$ cat config.mk
export PLATFORM = sky130hd
export DESIGN_NAME = pgpd_div_cell
export DESIGN_NICKNAME = d
export VERILOG_FILES = /design/src/rtl/pgpd_pkg.sv /design/src/rtl/pgpd_div_cell.sv
export SDC_FILE = /design/constraint.sdc
export NUM_CORES = 1
export LEC_CHECK = 0
export BUFFER_PORTS_ARGS = -buffer_cell sky130_fd_sc_hd__buf_2
export CAP_MARGIN = 20
export CORE_UTILIZATION = 39
export DETAILED_ROUTE_END_ITERATION = 16
export GPL_TIMING_DRIVEN = 0
export PLACE_DENSITY = 0.67
export SLEW_MARGIN = 20
export SYNTH_ARGS = -nofsm -noshare
export SYNTH_HDL_FRONTEND = slang
export SYNTH_SLANG_ARGS = --single-unit
$ cat constraint.sdc
create_clock -name clk_i -period 3.23 [get_ports clk_i]
set_clock_uncertainty 0.1 [all_clocks]
set_input_delay 0.4845 -clock clk_i [delete_from_list [all_inputs] [get_ports clk_i]]
set_output_delay 0.4845 -clock clk_i [all_outputs]
set_load 0.02 [all_outputs]
$ cat src/rtl/pgpd_pkg.sv
// ----------------------------------------------------------------------------
// pgpd_pkg
// Shared constants, register codes and the CORDIC angle table.
// ----------------------------------------------------------------------------
package pgpd_pkg;

  localparam int ZW        = 24;  // angle, 1/16384 deg
  localparam int EW        = 25;  // angle error
  localparam int VW        = 27;  // heading wrap work width
  localparam int GW        = 32;  // gain * rate product
  localparam int XW        = 41;  // PD numerator
  localparam int PW        = 30;  // gain * rate gain
  localparam int TW        = 48;  // divider remainder
  localparam int QW        = 16;  // quotient bits, top bit flags overflow
  localparam int TABLE_LEN = 24;
  localparam int HALF_TURN = 2949120;
  localparam int FULL_TURN = 5898240;
  localparam int KINV_Q16  = 39797;
  localparam int CMD_MAX   = 32767;

  localparam logic [1:0] REG_HEADING_GAIN    = 2'd0;
  localparam logic [1:0] REG_ROLL_RATE_GAIN  = 2'd1;
  localparam logic [1:0] REG_PITCH_GAIN      = 2'd2;
  localparam logic [1:0] REG_PITCH_RATE_GAIN = 2'd3;

  localparam logic [14:0] HEADING_GAIN_RST    = 15'd1920;
  localparam logic [14:0] ROLL_RATE_GAIN_RST  = 15'd3840;
  localparam logic [14:0] PITCH_GAIN_RST      = 15'd1280;
  localparam logic [14:0] PITCH_RATE_GAIN_RST = 15'd3840;

  function automatic logic signed [ZW-1:0] cordic_atan(input int unsigned idx);
    logic signed [ZW-1:0] a;
    unique case (idx)
      0:       a = ZW'(737280);
      1:       a = ZW'(435242);
      2:       a = ZW'(229970);
      3:       a = ZW'(116736);
      4:       a = ZW'(58595);
      5:       a = ZW'(29326);
      6:       a = ZW'(14667);
      7:       a = ZW'(7334);
      8:       a = ZW'(3667);
      9:       a = ZW'(1833);
      10:      a = ZW'(917);
      11:      a = ZW'(458);
      12:      a = ZW'(229);
      13:      a = ZW'(115);
      14:      a = ZW'(57);
      15:      a = ZW'(29);
      16:      a = ZW'(14);
      17:      a = ZW'(7);
      18:      a = ZW'(4);
      19:      a = ZW'(2);
      20:      a = ZW'(1);
      default: a = '0;
    endcase
    return a;
  endfunction

endpackage

$ cat src/rtl/pgpd_div_cell.sv
// ----------------------------------------------------------------------------
// pgpd_div_cell
// One restoring division step producing one quotient bit.
// ----------------------------------------------------------------------------
module pgpd_div_cell import pgpd_pkg::*; #(
  parameter int K = 0
) (
  input  logic          clk_i,
  input  logic          en_i,
  input  logic [TW-1:0] r_i,
  input  logic [PW-1:0] p_i,
  input  logic [QW-1:0] q_i,
  input  logic          neg_i,
  output logic [TW-1:0] r_o,
  output logic [PW-1:0] p_o,
  output logic [QW-1:0] q_o,
  output logic          neg_o
);

  logic [TW-1:0] dsh, r_d, r_q;
  logic          bit_d;
  logic [PW-1:0] p_q;
  logic [QW-1:0] q_q;
  logic          neg_q;

  assign dsh   = TW'(p_i) << K;
  assign bit_d = (r_i >= dsh);
  assign r_d   = bit_d ? r_i - dsh : r_i;

  always_ff @(posedge clk_i) begin
    if (en_i) begin
      r_q   <= r_d;
      p_q   <= p_i;
      q_q   <= {q_i[QW-2:0], bit_d};
      neg_q <= neg_i;
    end
  end

  assign r_o   = r_q;
  assign p_o   = p_q;
  assign q_o   = q_q;
  assign neg_o = neg_q;

endmodule

### Word-level counts from Yosys, hierarchy flattened

Index checks and enable logic that the tools add are counted.

* input port bits: 97
* flip-flop bits (word level): 95

* $add $sub $neg: 1
* mux-type cells: 1
* $lt $le $gt $ge: 1

Operator list (number)
* 48-bit by 30-bit greater-or-equal comparator with 1-bit output: 1
* 48-bit two-way mux: 1
* 48-bit by 30-bit subtractor with 48-bit output: 1

### Longest topological paths before layout

* word-level depth: 2
* mapped depth: 14
* mapped depth without buffers: 12

### Worst setup path after synthesis

Ideal clock, no wire load.

* path kind: input to register
* start: in r_i[0]
* end: reg r_q[42], in the netlist r_o[42] (data pin)
* data arrival time: 3.037 ns
* data required time: 2.872 ns
* slack: -0.165 ns
* stages: 13
* library setup time: 0.258 ns
* buffers on the path: 1
* cells stage by stage: inv_1 ha_1 fa_1 nand2b_1 a21oi_2 o211ai_2 o31ai_4 a21o_4 and3b_4 buf_6 or3_1 or3_1 xnor2_1

* longest elaborated chain between the ends: 2
* elaborated cells on any way between the ends: 3

Ends and longest elaborated chain
* start: declaration: line pgpd_div_cell.sv:10 `input logic [TW-1:0] r_i,`
* 48-bit by 30-bit subtractor with 48-bit output / 48-bit by 30-bit greater-or-equal comparator with 1-bit output (equally long branches): line pgpd_div_cell.sv:28, pgpd_div_cell.sv:27
* 48-bit two-way mux (*): line pgpd_div_cell.sv:28 `assign r_d = bit_d ? r_i - dsh : r_i;`
* via r_d[42]: line pgpd_div_cell.sv:20 `logic [TW-1:0] dsh, r_d, r_q;`
* end signal: assignment: line pgpd_div_cell.sv:32 `r_q <= r_d;`
* end: declaration: line pgpd_div_cell.sv:20

Mark *: on every way through the listed nets, which the timed path passes. The rest lies on a longest branch.
A chain may end at the register's enable or synchronous reset.

### Worst setup path in the final report

Same ends and word-level chain as after synthesis.

==> summary.md <==
| Metric | Value |
|---|---|
| Total number of vias | 4593 |
| Asr flop ratio synth | 0% |
| Most frequent cells in the layout | buf_2 (198), edfxtp_1 (95), nand2_1 (64), o21ai_0 (47), inv_1 (40) |
| IO Port Bufs | 190 |
| DR iter-0 viols | 164 |
| CTS HTree Levels | 3 |
| Fmax | 313.1 MHz |
| Setup-failing EPs final | 0 |
| CTS Hold Bufs | 0 |
| Sw frac | 29.42% |
| Power Total | 3.580 mW |
| CTS tree | built |
| Pre-CTS setup slack | -0.4881 ns |
| Synth Warn # | 0 |
| Worst rel slew slack | 39.51% |
| Layout cells sized above 1 | 35.82% |
| Vias per std cell | 5.109 |
| Detailed-route wire length per cell | 15.57 microns |
| Die area | 14530 sq um |
| IO Pins | 192 |
| Total CTS buffers | 9 |
| CP arrival | 3.20 ns |
| Starting Density | 40.73% |
| Mapped cell area | 5479 sq um |
| LEAKAGE | 3.020 nW |
| Tot GR Track Use | 19.33% |
| Worst Setup End Kind | flip-flop |
| Status | complete, no violations |
| Routed wire length | 14000 microns |
| Clk sinks | 95 |
| Flop and latch count out of synthesis | 95 |
| Combinational share of power | 24.6% |
| P&R area growth vs syn | 30.65% |
| Clk pin slew, worst setup/hold paths | 0.07 ns |
| Clk pwr share | 32.1% |
| Top FF cell, synth | edfxtp_1 |
| Die span in x | 120.5 microns |
| Crit path launch type | input pin |
| # rows | 42 |
| ANT cells | 0 |
| Setup TNS | 0 ns |
| First-pass GRT wire length | 21730 microns |
| Period utilization | 98.87% |
| DP HPWL | 10870 microns |
| EDFF count, synth | 95 |
| Max cap viols | 0 |
| Type of the worst min-delay path | input pin to flip-flop |
| RSZ-0062 raised after global routing | true |
| Synth top area cells | edfxtp_1 (52%), ha_1 (6.9%), o21ai_0 (4.5%), nand2_1 (4.4%), xor2_1 (3.8%) |
| Pwr Density | 500.1 nW/um^2 |
| Core Area | 13450 sq um |
| Die extent in y | 120.5 microns |
| Max Root-Sink Buffers | 2 |
| Layout Nets | 846 |
| Commonest non-fill, non-tap cell in the layout | buf_2 |
| Fillers | 1266 |
| Minimum clock period | 3.193 ns |
| Setup slack after layout | 0.03656 ns |
| Post-synth top area cell | edfxtp_1 |
| Post-synth cell types | 59 |
| Largest net degree at the start of global routing | 51 |
| P_int | 2.527 mW |
| Crit path kind | input pin to flip-flop |
| Gpl congestion | 0.8308 |
| Worst VDD drop | 0.2058 mV |
| Initial antenna violation count | 0 |
| Slew Limit Fails | 0 |
| NetSw | 1.053 mW |
| Least-Margin Pin Slew | 0.8990 ns |
| DRT Pass-1 Iters | 4 |
| Post-Syn Nets | 639 |
| Sequential share of power | 43.3% |
| Largest fanout on the critical path | 10 |
| CTS root buf | clkbuf_16 |
| WP data required | 3.24 ns |
| Share of the synthesized area in the top cell type | 52.07% |
| Sequential area share after synthesis | 52.07% |
| DRC Markers | 0 |
| Avg Synthesized Cell Area | 10.72 sq um |
| Post-route antenna net violation count | 0 |
| Gr ovfl total | 0 |
| Synth Instances | 511 |
| Vias in the first global route | 4564 |
| Hold Vio Cnt, Final | 0 |
-- stage by stage --
step	instance area, sq um	hold WS [ns]	utilization [%]	instances
final	7158	0.2060	53.21	899
after global routing	7158	0.1978	53.21	899
after CTS	7062	0.1932	52.49	895
after detailed placement	6705	0.5632	49.84	878
after global placement	6675	0.5616	49.62	877
after floorplan	5504	0.4834	-	511
-- final timing paths --
| path | slack, ns | endpoint | startpoint | cells past startpoint |
|---|---|---|---|---|
| setup / recovery | 0.04 | r_o[42] | r_i[0] | 14 |
| hold / removal | 0.21 | q_o[2] | q_i[1] | 1 |
-- worst max-delay path, cell delays in order --
cell,delay (ns)
buf_2,0.11
inv_4,0.04
ha_4,0.15
fa_2,0.35
nand2b_4,0.17
a21oi_4,0.18
o211ai_4,0.12
o31ai_4,0.28
a21o_4,0.15
and3b_4,0.21
buf_6,0.14
or3_4,0.34
or3_1,0.33
xnor2_1,0.13
-- cell families (layout without fill, tap and decap cells) --
group                      after synthesis  after routing  share of synthesized area [%]
DFF                                     95             95                          52.07
muxes                                    1              1                         0.2055
and+or+nand+nor                        145            145                          13.52
xor gates and xnor gates                45             45                          7.193
buffers and inverters                   59            271                          4.613
adders and majority gates               31             31                          7.216
AOI/OAI and AO/OA                      135            135                          15.19
-- sequential cells by signal (all words and copies together) (netlist names) --
register and cells:
neg_o 1, q_o 16, r_o 48, p_o 30
-- layout make-up --
cell class / instances / area (sq um) / share of cell area (%)
flip-flops and latches: 95 / 2853 / 39.85
plain buffers: 18 / 100.1 / 1.398
clock buffers: 9 / 225.2 / 3.146
well taps: 176 / 220.2 / 3.076
repair buffers: 196 / 1018 / 14.23
inverters: 41 / 156.4 / 2.185
clock inverters: 7 / 95.09 / 1.328
multi-input cells: 357 / 2490 / 34.78
-- per-layer routing --
layer / up-vias / global-route usage (%) / part of all wire (%)
li1: 2287 / - / -
met2: 148 / 33.48 / 49
met4: 0 / 6.559 / 1.5
met3: 14 / 3.962 / 6.6
met5: - / 0 / 0
met1: 2144 / 23.92 / 43
-- power by group through the flow --
| stage | Combinational (mW) | Sequential, mW | Clock, mW |
|---|---|---|---|
| 2_1_floorplan | 0.355 | 1.76 | 0 |
| 3_3_place_gp | 0.834 | 1.58 | 0 |
| 3_5_place_dp | 0.849 | 1.58 | 0 |
| 4_1_cts | 0.862 | 1.55 | 1.18 |
| 5_1_grt | 0.959 | 1.56 | 1.22 |
| 6_report | 0.882 | 1.55 | 1.15 |
-- synth_stat cells, drive strengths merged, types with 2 or more instances --
| master | count |
|---|---|
| inv | 41 |
| o21ai | 52 |
| a21boi | 2 |
| edfxtp | 95 |
| nand3 | 9 |
| o2111a | 2 |
| o211ai | 4 |
| nand4 | 8 |
| ha | 30 |
| xor2 | 24 |
| nor3 | 10 |
| nor4 | 9 |
| nor2b | 2 |
| o21bai | 3 |
| or3 | 8 |
| nand2 | 65 |
| o31ai | 3 |
| a211oi | 4 |
| clkbuf | 5 |
| a21oi | 40 |
| a31oi | 5 |
| o21a | 4 |
| a21o | 7 |
| xnor2 | 21 |
| o221ai | 2 |
| nor2 | 19 |
| nand2b | 6 |
| nand4b | 2 |
| buf | 13 |
-- what timing repair did --
item                       CTS  global route
resized for setup            5            14
pin swaps                    2             6
gates cloned                 0             0
setup endpoints to repair    7            15
setup buffers                1             4
(Power assumes the default switching activity.)
